### config.mk
export PLATFORM = sky130hd
export DESIGN_NAME = cpbf_sqrt
export DESIGN_NICKNAME = d
export VERILOG_FILES = /design/src/rtl/core/cpbf_pkg.sv /design/src/rtl/core/cpbf_sqrt.sv
export SDC_FILE = /design/constraint.sdc
export NUM_CORES = 1
export LEC_CHECK = 0
export BUFFER_PORTS_ARGS = -buffer_cell sky130_fd_sc_hd__buf_4
export CORE_MARGIN = 3
export CORE_UTILIZATION = 40
export DETAILED_ROUTE_END_ITERATION = 12
export MAX_ROUTING_LAYER = met4
export REMOVE_ABC_BUFFERS = 1
export SYNTH_ARGS = -nofsm -noshare
export SYNTH_HDL_FRONTEND = slang
export SYNTH_SLANG_ARGS = --single-unit
### constraint.sdc
create_clock -name clk -period 5.2 [get_ports clk]
set_input_delay 0.26 -clock clk [delete_from_list [all_inputs] [get_ports clk]]
set_output_delay 0.26 -clock clk [all_outputs]
set_load 0.05 [all_outputs]
### src/rtl/core/cpbf_pkg.sv
package cpbf_pkg;

	// point store geometry
	localparam int MAX_POINTS = 1024;
	localparam int IDX_W      = $clog2(MAX_POINTS);
	localparam int CNT_W      = IDX_W + 1;

	// coordinates and derived widths
	localparam int COORD_W = 16;
	localparam int PT_W    = 2 * COORD_W;
	localparam int SQR_W   = 2 * COORD_W;
	localparam int SQ_W    = SQR_W + 1;

	// square root of (squared distance << 16), one result bit per step
	localparam int FRAC_SH   = 16;
	localparam int RAD_W     = ((SQ_W + FRAC_SH + 1) / 2) * 2;
	localparam int ROOT_W    = RAD_W / 2;
	localparam int REM_W     = ROOT_W + 3;
	localparam int ITER_W    = $clog2(ROOT_W + 1);
	localparam int DIST_W    = 32;

	// cap of 10000000 in Q.8, reported when fewer than two points arrive
	localparam logic [DIST_W-1:0] DIST_CAP_Q8 = 32'd2560000000;

	typedef enum logic [2:0] {
		ST_IDLE,
		ST_FETCH,
		ST_FETCH_WAIT,
		ST_SCAN,
		ST_DRAIN,
		ST_ROOT
	} state_t;

	// pair issued into the distance pipeline
	typedef struct packed {
		logic             valid;
		logic [IDX_W-1:0] i;
		logic [IDX_W-1:0] j;
	} pair_req_t;

	// finished squared distance with its pair tags
	typedef struct packed {
		logic             valid;
		logic [SQ_W-1:0]  sq;
		logic [IDX_W-1:0] i;
		logic [IDX_W-1:0] j;
	} pair_res_t;

endpackage

### src/rtl/core/cpbf_sqrt.sv
module cpbf_sqrt (
	input  logic                        clk,
	input  logic                        arst_n,
	input  logic                        start,
	input  logic [cpbf_pkg::SQ_W-1:0]   value,
	output logic                        done,
	output logic [cpbf_pkg::ROOT_W-1:0] root
);
	import cpbf_pkg::*;

	logic [ITER_W-1:0] iter_q;
	logic              done_q;
	logic [RAD_W-1:0]  rad_q;
	logic [REM_W-1:0]  rem_q;
	logic [ROOT_W-1:0] root_q;
	logic [REM_W-1:0]  rem_sh, trial;
	logic              take;

	// one result bit per step: bring down two radicand bits, try 4r+1
	always_comb begin
		rem_sh = {rem_q[REM_W-3:0], rad_q[RAD_W-1 -: 2]};
		trial  = REM_W'({root_q, 2'b01});
		take   = rem_sh >= trial;
	end

	// step counter and completion strobe
	always_ff @(posedge clk or negedge arst_n) begin
		if (!arst_n) begin
			iter_q <= '0;
			done_q <= 1'b0;
		end else begin
			done_q <= 1'b0;
			if (start) begin
				iter_q <= ITER_W'(ROOT_W);
			end else if (iter_q != '0) begin
				iter_q <= iter_q - 1'b1;
				if (iter_q == ITER_W'(1)) begin
					done_q <= 1'b1;
				end
			end
		end
	end

	// datapath
	always_ff @(posedge clk) begin
		if (start) begin
			rad_q  <= RAD_W'({value, {FRAC_SH{1'b0}}});
			rem_q  <= '0;
			root_q <= '0;
		end else if (iter_q != '0) begin
			rad_q  <= {rad_q[RAD_W-3:0], 2'b00};
			rem_q  <= take ? (rem_sh - trial) : rem_sh;
			root_q <= {root_q[ROOT_W-2:0], take};
		end
	end

	assign done = done_q;
	assign root = root_q;

endmodule
==> flow_metrics.env <==
export IMPL_worst_slew_pin_slew_ns=0.6969
export IMPL_cts_repair_resized=0
export IMPL_rr_worst_depth=11
export IMPL_ir_drop_mv=0.1968
export IMPL_maxCapViolations=0
export IMPL_cp_top_family="compound AO/OA/AOI/OAI gates"
export IMPL_leakage_nw=2.455
export IMPL_startpoint_type="flop"
export IMPL_drt_iter0_drc=244
export IMPL_crit_path_end_kind="flop"
export IMPL_grt_first_pass_wirelength_um=19150
export IMPL_cp_arrival_ns=3.54
export IMPL_antenna_found_initial=0
export IMPL_start_util=0.4110
export IMPL_row_count=41
export IMPL_vias=4118
export IMPL_layout_worst_path_cycle_share=0.6323
export IMPL_slew_viol_final=0
export IMPL_worst_path_stages=11
export IMPL_ys_seq_area_frac=0.4173
export IMPL_fin_area_um2=6083
export IMPL_cts_made_buffers=9
export IMPL_netlist_area_um2=5229
export IMPL_synth_distinct_cells=56
export IMPL_synth_edf_count=33
export IMPL_dpl_cell_area_um2=5784
export IMPL_reg2reg_slack_ns=1.91
export IMPL_critical_path_max_fanout=18
export IMPL_grt_start_max_net_pins=53
export IMPL_setup_worst_path_class="reg2reg"
export IMPL_io_buffers=61
export IMPL_die_area_um2=14480
export IMPL_slowest_delay_ns=0.53
export IMPL_track_usage=0.1665
export IMPL_p_total_mw=3.314
export IMPL_finalSetupTns_ns=0
export IMPL_area_growth_syn_to_layout_pct=16.34
export IMPL_syn_avg_cell_area_um2=9.287
export IMPL_drive_above_1_share=0.1938
export IMPL_netlist_instances=563
export IMPL_hold_class="in2reg"
export IMPL_cts_setup_buffers=0
export IMPL_ys_seq_elements=91
export IMPL_cts_tree="built"
export IMPL_antenna_left=0
export IMPL_power_density_nw_per_um2=544.8
export IMPL_fp_coreArea_um2=12720
export IMPL_rsz0062_at_grt="no"
export IMPL_synth_largest_area_cell="dfxtp_1"
export IMPL_setup_viol=0
export IMPL_die_x_um=120.3
export IMPL_crit_chain="inv_1 > ha_1 > a21o_1 > or3_1 > o21a_1 > a31oi_1 > o31ai_2 > o22ai_4 > buf_4 > nor3_1 > a2111oi_2"
export IMPL_synth_warnings=0
export IMPL_gp_congestion=0.8788
export IMPL_clk_pin_slew_ns=0.07
export IMPL_diodes=0
export IMPL_min_period_ns=3.288
export IMPL_fillers=1284
export IMPL_grt_pass1_vias=4089
export IMPL_routed_via_density=5.239
export IMPL_hold_violations=0
export IMPL_fmax_mhz=304.1
export IMPL_cts_root_buf="clkbuf_16"
export IMPL_async_flop_share=0.06593
export IMPL_path_buf_inv=2
export IMPL_cts_buffer_depth=2
export IMPL_htreeDepth=3
export IMPL_dp_hpwl_um=7893
export IMPL_synthMostInstantiatedCell="nand2_1"
export IMPL_clock_sinks=91
export IMPL_ys_flop_type="dfxtp_1"
export IMPL_slew_headroom=0.5326
export IMPL_clock_latency_ns=0.35
export IMPL_required_ns=5.45
export IMPL_critPathSlowestCell="o22ai_4"
export IMPL_hold_depth=2
export IMPL_grt_overflow_total=0
export IMPL_first_pass_iters=4
export IMPL_wl_um=11080
export IMPL_synth_top_cell_area_share=0.1991
export IMPL_clock_skew_ns=0.009001
export IMPL_cts_hold_buf=1
export IMPL_drcViolationCount=0
export IMPL_synth_common_cells="nand2_1, dfxtp_1, a21oi_1, nor2_1"
export IMPL_synth_area_top_cells="dfxtp_1, edfxtp_1, ha_1, mux2_2, nand2_1"
export IMPL_io_pins=62
export IMPL_nets=675
export IMPL_fp_dieH_um=120.3
export IMPL_status="completed"
export IMPL_wl_per_cell_um=14.09
cell usage in the layout, fill, tap and decap left out, drive strengths merged, types with 13 or more instances in the layout:
cell and count:
ha 30, edfxtp 33, a211oi 29, mux2i 17
buf 66, dfxtp 52, mux2 32, xnor2 17
o21ai 13, nand3 14, nand2 71, a21oi 49
inv 38, nor2 49
power by group:
group	switching, mW	internal, mW
clock network	0.301	0.337
logic	0.945	0.797
registers	0.0766	0.857
flip-flops by register name, indices dropped and copies added, names as in the netlist:
register  cells
rad_q        34
done          1
rem_q        26
root         25
iter_q        5
cell families (layout without fill, tap and decap cells):
kind of cell,count (synthesis),count (layout),share of synthesized area
flops,91,91,0.4173
mux,49,49,0.1015
simple gates,172,172,0.1457
fa+ha+maj,30,30,0.07179
xor+xnor,21,21,0.03517
buf+inv,66,117,0.05456
compound gates,134,134,0.1740
cell type report:
| cell class | count | area, µm² | share of cell area |
|---|---|---|---|
| clock inverters | 7 | 63.81 | 0.01049 |
| well taps | 172 | 215.2 | 0.03538 |
| multi-input cells | 406 | 2764 | 0.4543 |
| flip-flops and latches | 91 | 2182 | 0.3587 |
| repair buffers | 67 | 505.5 | 0.08309 |
| inverters | 34 | 127.6 | 0.02098 |
| clock buffers | 9 | 225.2 | 0.03702 |
worst reg2reg max path, cell delays in order (launching register included):
cell,delay (ns)
dfxtp_1,0.36
inv_1,0.06
ha_1,0.39
a21o_1,0.22
or3_1,0.32
o21a_1,0.21
a31oi_1,0.20
o31ai_2,0.13
o22ai_4,0.53
buf_4,0.39
nor3_1,0.11
a2111oi_2,0.28
through the flow:
step / hold WS (ns) / setup WS [ns] / instances / util
2_1_floorplan: -0.03559 / 1.841 / 531 / -
3_3_place_gp: 0.07196 / 1.945 / 769 / 0.4547
3_5_place_dp: 0.07129 / 1.888 / 769 / 0.4547
4_1_cts: 0.1758 / 1.885 / 786 / 0.4782
5_1_grt: 0.1920 / 1.631 / 786 / 0.4782
6_report: 0.1915 / 1.912 / 786 / 0.4782
metal layers:
layer | part of all wire | track usage
met5 | 0 | -
met4 | 0.017 | 0.06941
met3 | 0.051 | 0.03882
met2 | 0.45 | 0.2483
met1 | 0.49 | 0.2191
worst paths after layout:
path,startpoint,endpoint
setup / recovery,root[5]$_SDFFE_PP0P_,rem_q[5]$_SDFFE_PP0P_
hold / removal,value[1],rad_q[17]$_SDFFCE_PN0P_
setup reg to reg,root[5]$_SDFFE_PP0P_,rem_q[5]$_SDFFE_PP0P_
hold reg to reg,root[11]$_SDFFE_PP0P_,root[11]$_SDFFE_PP0P_
max in group asynchronous,arst_n,iter_q[3]$_DFFE_PN0P_
min in group asynchronous,arst_n,iter_q[1]$_DFFE_PN0P_
No activity file was read; power rests on OpenSTA's default activity.
