### config.mk
export PLATFORM = sky130hd
export DESIGN_NAME = cpbf_dist
export DESIGN_NICKNAME = d
export VERILOG_FILES = /design/src/rtl/core/cpbf_pkg.sv /design/src/rtl/core/cpbf_dist.sv
export SDC_FILE = /design/constraint.sdc
export NUM_CORES = 1
export LEC_CHECK = 0
export BUFFER_PORTS_ARGS = -buffer_cell sky130_fd_sc_hd__buf_2
export CAP_MARGIN = 20
export CORE_UTILIZATION = 40
export CTS_CLUSTER_SIZE = 8
export DETAILED_ROUTE_END_ITERATION = 10
export GPL_ROUTABILITY_DRIVEN = 0
export GPL_TIMING_DRIVEN = 0
export PLACE_DENSITY = 0.64
export SYNTH_ARGS = -nofsm -noshare
export SYNTH_HDL_FRONTEND = slang
export SYNTH_SLANG_ARGS = --single-unit
### constraint.sdc
create_clock -name clk -period 15.7 [get_ports clk]
set_input_delay 3.14 -clock clk [delete_from_list [all_inputs] [get_ports clk]]
set_output_delay 3.14 -clock clk [all_outputs]
set_load 0.1 [all_outputs]
### src/rtl/core/cpbf_pkg.sv
package cpbf_pkg;

	// point store geometry
	localparam int MAX_POINTS = 1024;
	localparam int IDX_W      = $clog2(MAX_POINTS);
	localparam int CNT_W      = IDX_W + 1;

	// coordinates and derived widths
	localparam int COORD_W = 16;
	localparam int PT_W    = 2 * COORD_W;
	localparam int SQR_W   = 2 * COORD_W;
	localparam int SQ_W    = SQR_W + 1;

	// square root of (squared distance << 16), one result bit per step
	localparam int FRAC_SH   = 16;
	localparam int RAD_W     = ((SQ_W + FRAC_SH + 1) / 2) * 2;
	localparam int ROOT_W    = RAD_W / 2;
	localparam int REM_W     = ROOT_W + 3;
	localparam int ITER_W    = $clog2(ROOT_W + 1);
	localparam int DIST_W    = 32;

	// cap of 10000000 in Q.8, reported when fewer than two points arrive
	localparam logic [DIST_W-1:0] DIST_CAP_Q8 = 32'd2560000000;

	typedef enum logic [2:0] {
		ST_IDLE,
		ST_FETCH,
		ST_FETCH_WAIT,
		ST_SCAN,
		ST_DRAIN,
		ST_ROOT
	} state_t;

	// pair issued into the distance pipeline
	typedef struct packed {
		logic             valid;
		logic [IDX_W-1:0] i;
		logic [IDX_W-1:0] j;
	} pair_req_t;

	// finished squared distance with its pair tags
	typedef struct packed {
		logic             valid;
		logic [SQ_W-1:0]  sq;
		logic [IDX_W-1:0] i;
		logic [IDX_W-1:0] j;
	} pair_res_t;

endpackage

### src/rtl/core/cpbf_dist.sv
module cpbf_dist (
	input  logic                      clk,
	input  logic                      arst_n,
	input  cpbf_pkg::pair_req_t       req,
	input  logic [cpbf_pkg::PT_W-1:0] pivot,
	input  logic [cpbf_pkg::PT_W-1:0] cand,
	output cpbf_pkg::pair_res_t       res,
	output logic                      active
);
	import cpbf_pkg::*;

	logic                v_s1, v_s2, v_s3;
	logic [IDX_W-1:0]    i_s1, j_s1, i_s2, j_s2, i_s3, j_s3;
	logic [COORD_W-1:0]  dx_s2, dy_s2;
	logic [SQR_W-1:0]    sx_s3, sy_s3;
	logic [COORD_W-1:0]  px, py, cx, cy;

	// points are held in offset binary: x in the upper half, y in the lower
	assign px = pivot[PT_W-1:COORD_W];
	assign py = pivot[COORD_W-1:0];
	assign cx = cand[PT_W-1:COORD_W];
	assign cy = cand[COORD_W-1:0];

	// stage valids
	always_ff @(posedge clk or negedge arst_n) begin
		if (!arst_n) begin
			v_s1 <= 1'b0;
			v_s2 <= 1'b0;
			v_s3 <= 1'b0;
		end else begin
			v_s1 <= req.valid;
			v_s2 <= v_s1;
			v_s3 <= v_s2;
		end
	end

	// s1 tags line up with the store's registered read
	always_ff @(posedge clk) begin
		i_s1 <= req.i;
		j_s1 <= req.j;
	end

	// s2: absolute coordinate differences
	always_ff @(posedge clk) begin
		i_s2  <= i_s1;
		j_s2  <= j_s1;
		dx_s2 <= (px >= cx) ? (px - cx) : (cx - px);
		dy_s2 <= (py >= cy) ? (py - cy) : (cy - py);
	end

	// s3: squares
	always_ff @(posedge clk) begin
		i_s3  <= i_s2;
		j_s3  <= j_s2;
		sx_s3 <= SQR_W'(dx_s2) * SQR_W'(dx_s2);
		sy_s3 <= SQR_W'(dy_s2) * SQR_W'(dy_s2);
	end

	// final sum, compared against the best in the caller
	always_comb begin
		res.valid = v_s3;
		res.sq    = {1'b0, sx_s3} + {1'b0, sy_s3};
		res.i     = i_s3;
		res.j     = j_s3;
	end

	assign active = v_s1 | v_s2 | v_s3;

endmodule

==> flow_results.xml <==
<?xml version="1.0" encoding="UTF-8"?>
<metrics>
  <group name="detailed_routing">
    <metric name="vias_per_cell" unit="">4.96</metric>
    <metric name="drc_errors" unit="">4</metric>
    <metric name="drt-wirelength-per-cell" unit="um">14.2</metric>
    <metric name="via_total_after_detailed_routing" unit="">16300</metric>
    <metric name="totalWireLength" unit="um">46600</metric>
    <metric name="drt_iter0_drc" unit="">719</metric>
    <metric name="detail_route.first_pass.iterations" unit="">8</metric>
    <metric name="detail-route-antenna-nets" unit="">0</metric>
  </group>
  <group name="sta">
    <metric name="report.final.hold_viol_count" unit="">0</metric>
    <metric name="rsz0062_at_grt" unit="">no</metric>
    <metric name="max_freq" unit="MHz">140</metric>
    <metric name="headroom_to_the_max_slew_limit" unit="%">52.6</metric>
    <metric name="worstMarginPinSlew" unit="ns">0.704</metric>
    <metric name="share_of_the_clock_period_used_by_the_worst_path" unit="%">45.5</metric>
    <metric name="finalMaxSlewViolations" unit="">0</metric>
    <metric name="layout_min_cycle_time" unit="ns">7.14</metric>
    <metric name="setup_tns" unit="ns">0</metric>
    <metric name="timing.final.setup_violations" unit="">0</metric>
    <metric name="clock_skew" unit="ns">0.0153</metric>
  </group>
  <group name="logic_synthesis">
    <metric name="yosys_most_used_dff" unit="">dfxtp_1</metric>
    <metric name="synth.cell_area" unit="mm2">0.0218</metric>
    <metric name="synthesis.area_per_instance" unit="um2">9.04</metric>
    <metric name="ys_seq_elements" unit="">157</metric>
    <metric name="synth.net_count" unit="">3119</metric>
    <metric name="async_s_r_ff_share_synth" unit="%">1.91</metric>
    <metric name="synth.yosys.seq_area_share" unit="%">14.5</metric>
    <metric name="synth_cell_type_count" unit="">74</metric>
    <metric name="synth-edff-count" unit="">0</metric>
    <metric name="yosys_warnings" unit="">0</metric>
    <metric name="synthesis.instances" unit="">2409</metric>
  </group>
  <group name="layout">
    <metric name="layout.cells.most_common" unit="">inv_1</metric>
    <metric name="most_used_cells_in_the_layout_excluding_fill_and_tap_cells" unit="">inv_1 (583), fa_1 (328), ha_1 (295)</metric>
    <metric name="area_delta_synth_final" unit="%">10.2</metric>
    <metric name="nets" unit="">3279</metric>
    <metric name="n_antenna_cell" unit="">0</metric>
    <metric name="postLayoutCellArea" unit="mm2">0.0240</metric>
    <metric name="final_layout_size_suffix_gt1_share" unit="%">8.44</metric>
  </group>
  <group name="worst_setup_path">
    <metric name="worst_path_buf_inv" unit="">5</metric>
    <metric name="ff2ff_setup_slack" unit="ns">8.56</metric>
    <metric name="worstSetupPathDepth" unit="">22</metric>
    <metric name="critical_path.max_stage_delay" unit="ns">0.54</metric>
    <metric name="timing.reg2reg.worst_path_depth" unit="">22</metric>
    <metric name="cp_top_family" unit="">adder cells</metric>
    <metric name="crit_path_frequent_cell" unit="">fa_1</metric>
    <metric name="path_cells" unit="">clkbuf_1 &gt; clkbuf_1 &gt; nand2_1 &gt; fa_1 &gt; fa_1 &gt; inv_1 &gt; fa_1 &gt; fa_1 &gt; fa_1 &gt; inv_1 &gt; fa_1 &gt; inv_1 &gt; ha_1 &gt; a21o_1 &gt; a21o_1 &gt; a21oi_1 &gt; o22ai_1 &gt; or3_1 &gt; o221ai_1 &gt; a21oi_1 &gt; mux2i_1 &gt; a2111oi_1</metric>
    <metric name="timing.critical_path.from_type" unit="">flop</metric>
    <metric name="critical_path.slowest_cell" unit="">fa_1</metric>
    <metric name="crit_path_end" unit="">sx_s3[31]$_DFF_P_</metric>
    <metric name="critPathRequiredTime" unit="ns">16.05</metric>
    <metric name="cp_max_fo" unit="">10</metric>
    <metric name="reg2reg_from" unit="">dx_s2[14]$_DFF_P_</metric>
    <metric name="critical_path_arrival" unit="ns">7.48</metric>
    <metric name="critical_path.startpoint" unit="">dx_s2[14]$_DFF_P_</metric>
    <metric name="timing.critical_path.to_type" unit="">flop</metric>
    <metric name="criticalPathCategory" unit="">flop to flop</metric>
    <metric name="timing.rr.end" unit="">sx_s3[31]$_DFF_P_</metric>
  </group>
  <group name="clock_network">
    <metric name="cts_inserted_buffers" unit="">17</metric>
    <metric name="hold_buffers" unit="">0</metric>
    <metric name="cts-root-to-sink-buffers" unit="">2</metric>
    <metric name="cts_tree" unit="">yes</metric>
    <metric name="post-cts-setup-buffer-count" unit="">0</metric>
    <metric name="cts_root_buf" unit="">clkbuf_16</metric>
    <metric name="clock-sinks" unit="">157</metric>
    <metric name="clkLatencyLatePin" unit="ns">0.48</metric>
    <metric name="htree_num_levels" unit="">4</metric>
    <metric name="cts.repair.resized" unit="">0</metric>
    <metric name="clk_pin_slew" unit="ns">0.08</metric>
  </group>
  <group name="global_routing">
    <metric name="grt_antenna_before_repair" unit="">0</metric>
    <metric name="grt_max_degree" unit="">17</metric>
    <metric name="grt_first_pass_wirelength" unit="um">79400</metric>
    <metric name="grt_pass1_vias" unit="">16900</metric>
    <metric name="grt_overflow_total" unit="">0</metric>
    <metric name="globalRouteTotalUtil" unit="%">17.7</metric>
  </group>
  <group name="place">
    <metric name="io_buffers" unit="">141</metric>
    <metric name="dp_hpwl" unit="um">39900</metric>
    <metric name="place_area" unit="mm2">0.0234</metric>
  </group>
  <group name="floorplanning">
    <metric name="initial_utilization" unit="%">40.5</metric>
    <metric name="design.core.area" unit="mm2">0.0538</metric>
    <metric name="die-width" unit="um">235</metric>
    <metric name="dieArea" unit="mm2">0.0554</metric>
    <metric name="io_pins" unit="">142</metric>
    <metric name="die_h" unit="um">235</metric>
    <metric name="fp_rows" unit="">85</metric>
  </group>
  <group name="status">
    <metric name="violated_checks" unit="">DRC</metric>
    <metric name="status" unit="">finished, violations left</metric>
  </group>
  <group name="worst_hold_path">
    <metric name="min_path_type" unit="">flop to flop</metric>
  </group>
  <group name="run">
    <metric name="cap_viol_max_count" unit="">0</metric>
  </group>
</metrics>
kinds of logic after synthesis:
logic type               count (synthesis)  share of synthesized area (%)
AO/OA/AOI/OAI                          330                           10.1
XOR/XNOR                               120                           4.82
adder cells (fa/ha/maj)                623                           47.1
buffers and inverters                  643                           11.1
flip-flops                             157                           14.5
multiplexers                            17                          0.821
AND/OR/NAND/NOR                        519                           11.5
cell type report:
| class | instances | area [um2] |
|---|---|---|
| Fill cell | 5230 | 29800 |
| Multi-Input combinational cell | 1609 | 16200 |
| Sequential cell | 157 | 3160 |
| Inverter | 583 | 2190 |
| Tap cell | 696 | 871 |
| Timing Repair Buffer | 141 | 706 |
| Clock buffer | 18 | 439 |
| Buffer | 60 | 240 |
| Clock inverter | 14 | 204 |
metrics by stage:
stage	std cells	utilization, %	setup WS (ns)	hold WS (ns)
finish	3278	44.6	8.56	0.327
global route	3278	44.6	8.12	0.331
CTS	3278	44.6	8.55	0.326
detailed placement	3246	43.4	8.62	0.312
global placement	3246	43.4	8.65	0.310
floorplan	2409	-	9.02	0.310
synthesized netlist by cell type (3+ instances only):
| master | number | share of area (%) |
|---|---|---|
| a211o_1 | 4 | 0.16 |
| a211oi_1 | 11 | 0.38 |
| a21boi_1 | 4 | 0.14 |
| a21o_1 | 54 | 1.9 |
| a21oi_1 | 92 | 2.1 |
| a21oi_2 | 4 | 0.16 |
| a221oi_1 | 5 | 0.20 |
| a31o_2 | 8 | 0.32 |
| a41oi_1 | 3 | 0.12 |
| and2_1 | 79 | 2.3 |
| and3_1 | 10 | 0.29 |
| buf_2 | 9 | 0.21 |
| clkbuf_1 | 50 | 0.86 |
| dfrtp_1 | 3 | 0.34 |
| dfxtp_1 | 154 | 14 |
| fa_1 | 328 | 30 |
| ha_1 | 295 | 17 |
| inv_1 | 583 | 10 |
| mux2_2 | 3 | 0.16 |
| mux2i_1 | 13 | 0.60 |
| nand2_1 | 194 | 3.3 |
| nand2b_1 | 15 | 0.43 |
| nand3_1 | 25 | 0.57 |
| nand3b_1 | 4 | 0.14 |
| nand4_1 | 10 | 0.29 |
| nor2_1 | 93 | 1.6 |
| nor2b_1 | 33 | 0.95 |
| nor3_1 | 26 | 0.60 |
| nor3b_1 | 3 | 0.10 |
| o211ai_1 | 3 | 0.10 |
| o21a_1 | 17 | 0.59 |
| o21ai_0 | 56 | 1.3 |
| o21ai_1 | 12 | 0.28 |
| o21bai_1 | 7 | 0.24 |
| o221ai_1 | 4 | 0.16 |
| o22ai_1 | 4 | 0.11 |
| o31a_1 | 3 | 0.12 |
| o31ai_1 | 9 | 0.31 |
| o41ai_1 | 3 | 0.12 |
| or2_2 | 7 | 0.20 |
| or3_1 | 7 | 0.20 |
| xnor2_1 | 86 | 3.5 |
| xor2_1 | 34 | 1.4 |
registers in the layout, indices dropped and copies added, names as in the netlist:
| name | flops |
|---|---|
| sx_s3 | 31 |
| sy_s3 | 31 |
| dx_s2 | 16 |
| dy_s2 | 16 |
| i_s1 | 10 |
| i_s2 | 10 |
| i_s3 | 10 |
| j_s1 | 10 |
| j_s2 | 10 |
| j_s3 | 10 |
| v_s1 | 1 |
| v_s2 | 1 |
| v_s3 | 1 |
layer usage:
| metal | wire length, um | vias up | global-route usage, % |
|---|---|---|---|
| li1 | - | 7805 | - |
| met1 | 21200 | 8038 | 23.3 |
| met2 | 22100 | 365 | 29.4 |
| met3 | 2420 | 64 | 3.28 |
| met4 | 884 | 0 | 5.33 |
| met5 | 0 | - | 0 |
how the worst min path moves through the flow:
stage	slack, ns	endpoint	cells after the start	startpoint
2_1_floorplan	0.31	i_s2[0]$_DFF_P_	0	i_s1[0]$_DFF_P_
3_3_place_gp	0.31	i_s2[6]$_DFF_P_	0	i_s1[6]$_DFF_P_
3_5_place_dp	0.31	j_s2[3]$_DFF_P_	0	j_s1[3]$_DFF_P_
4_1_cts	0.33	j_s3[5]$_DFF_P_	0	j_s2[5]$_DFF_P_
5_1_grt	0.33	j_s2[3]$_DFF_P_	0	j_s1[3]$_DFF_P_
6_report	0.33	j_s3[5]$_DFF_P_	0	j_s2[5]$_DFF_P_
Power is not shown: default switching activity piles up to over one toggle a cycle in this logic, so the estimate is an artifact.
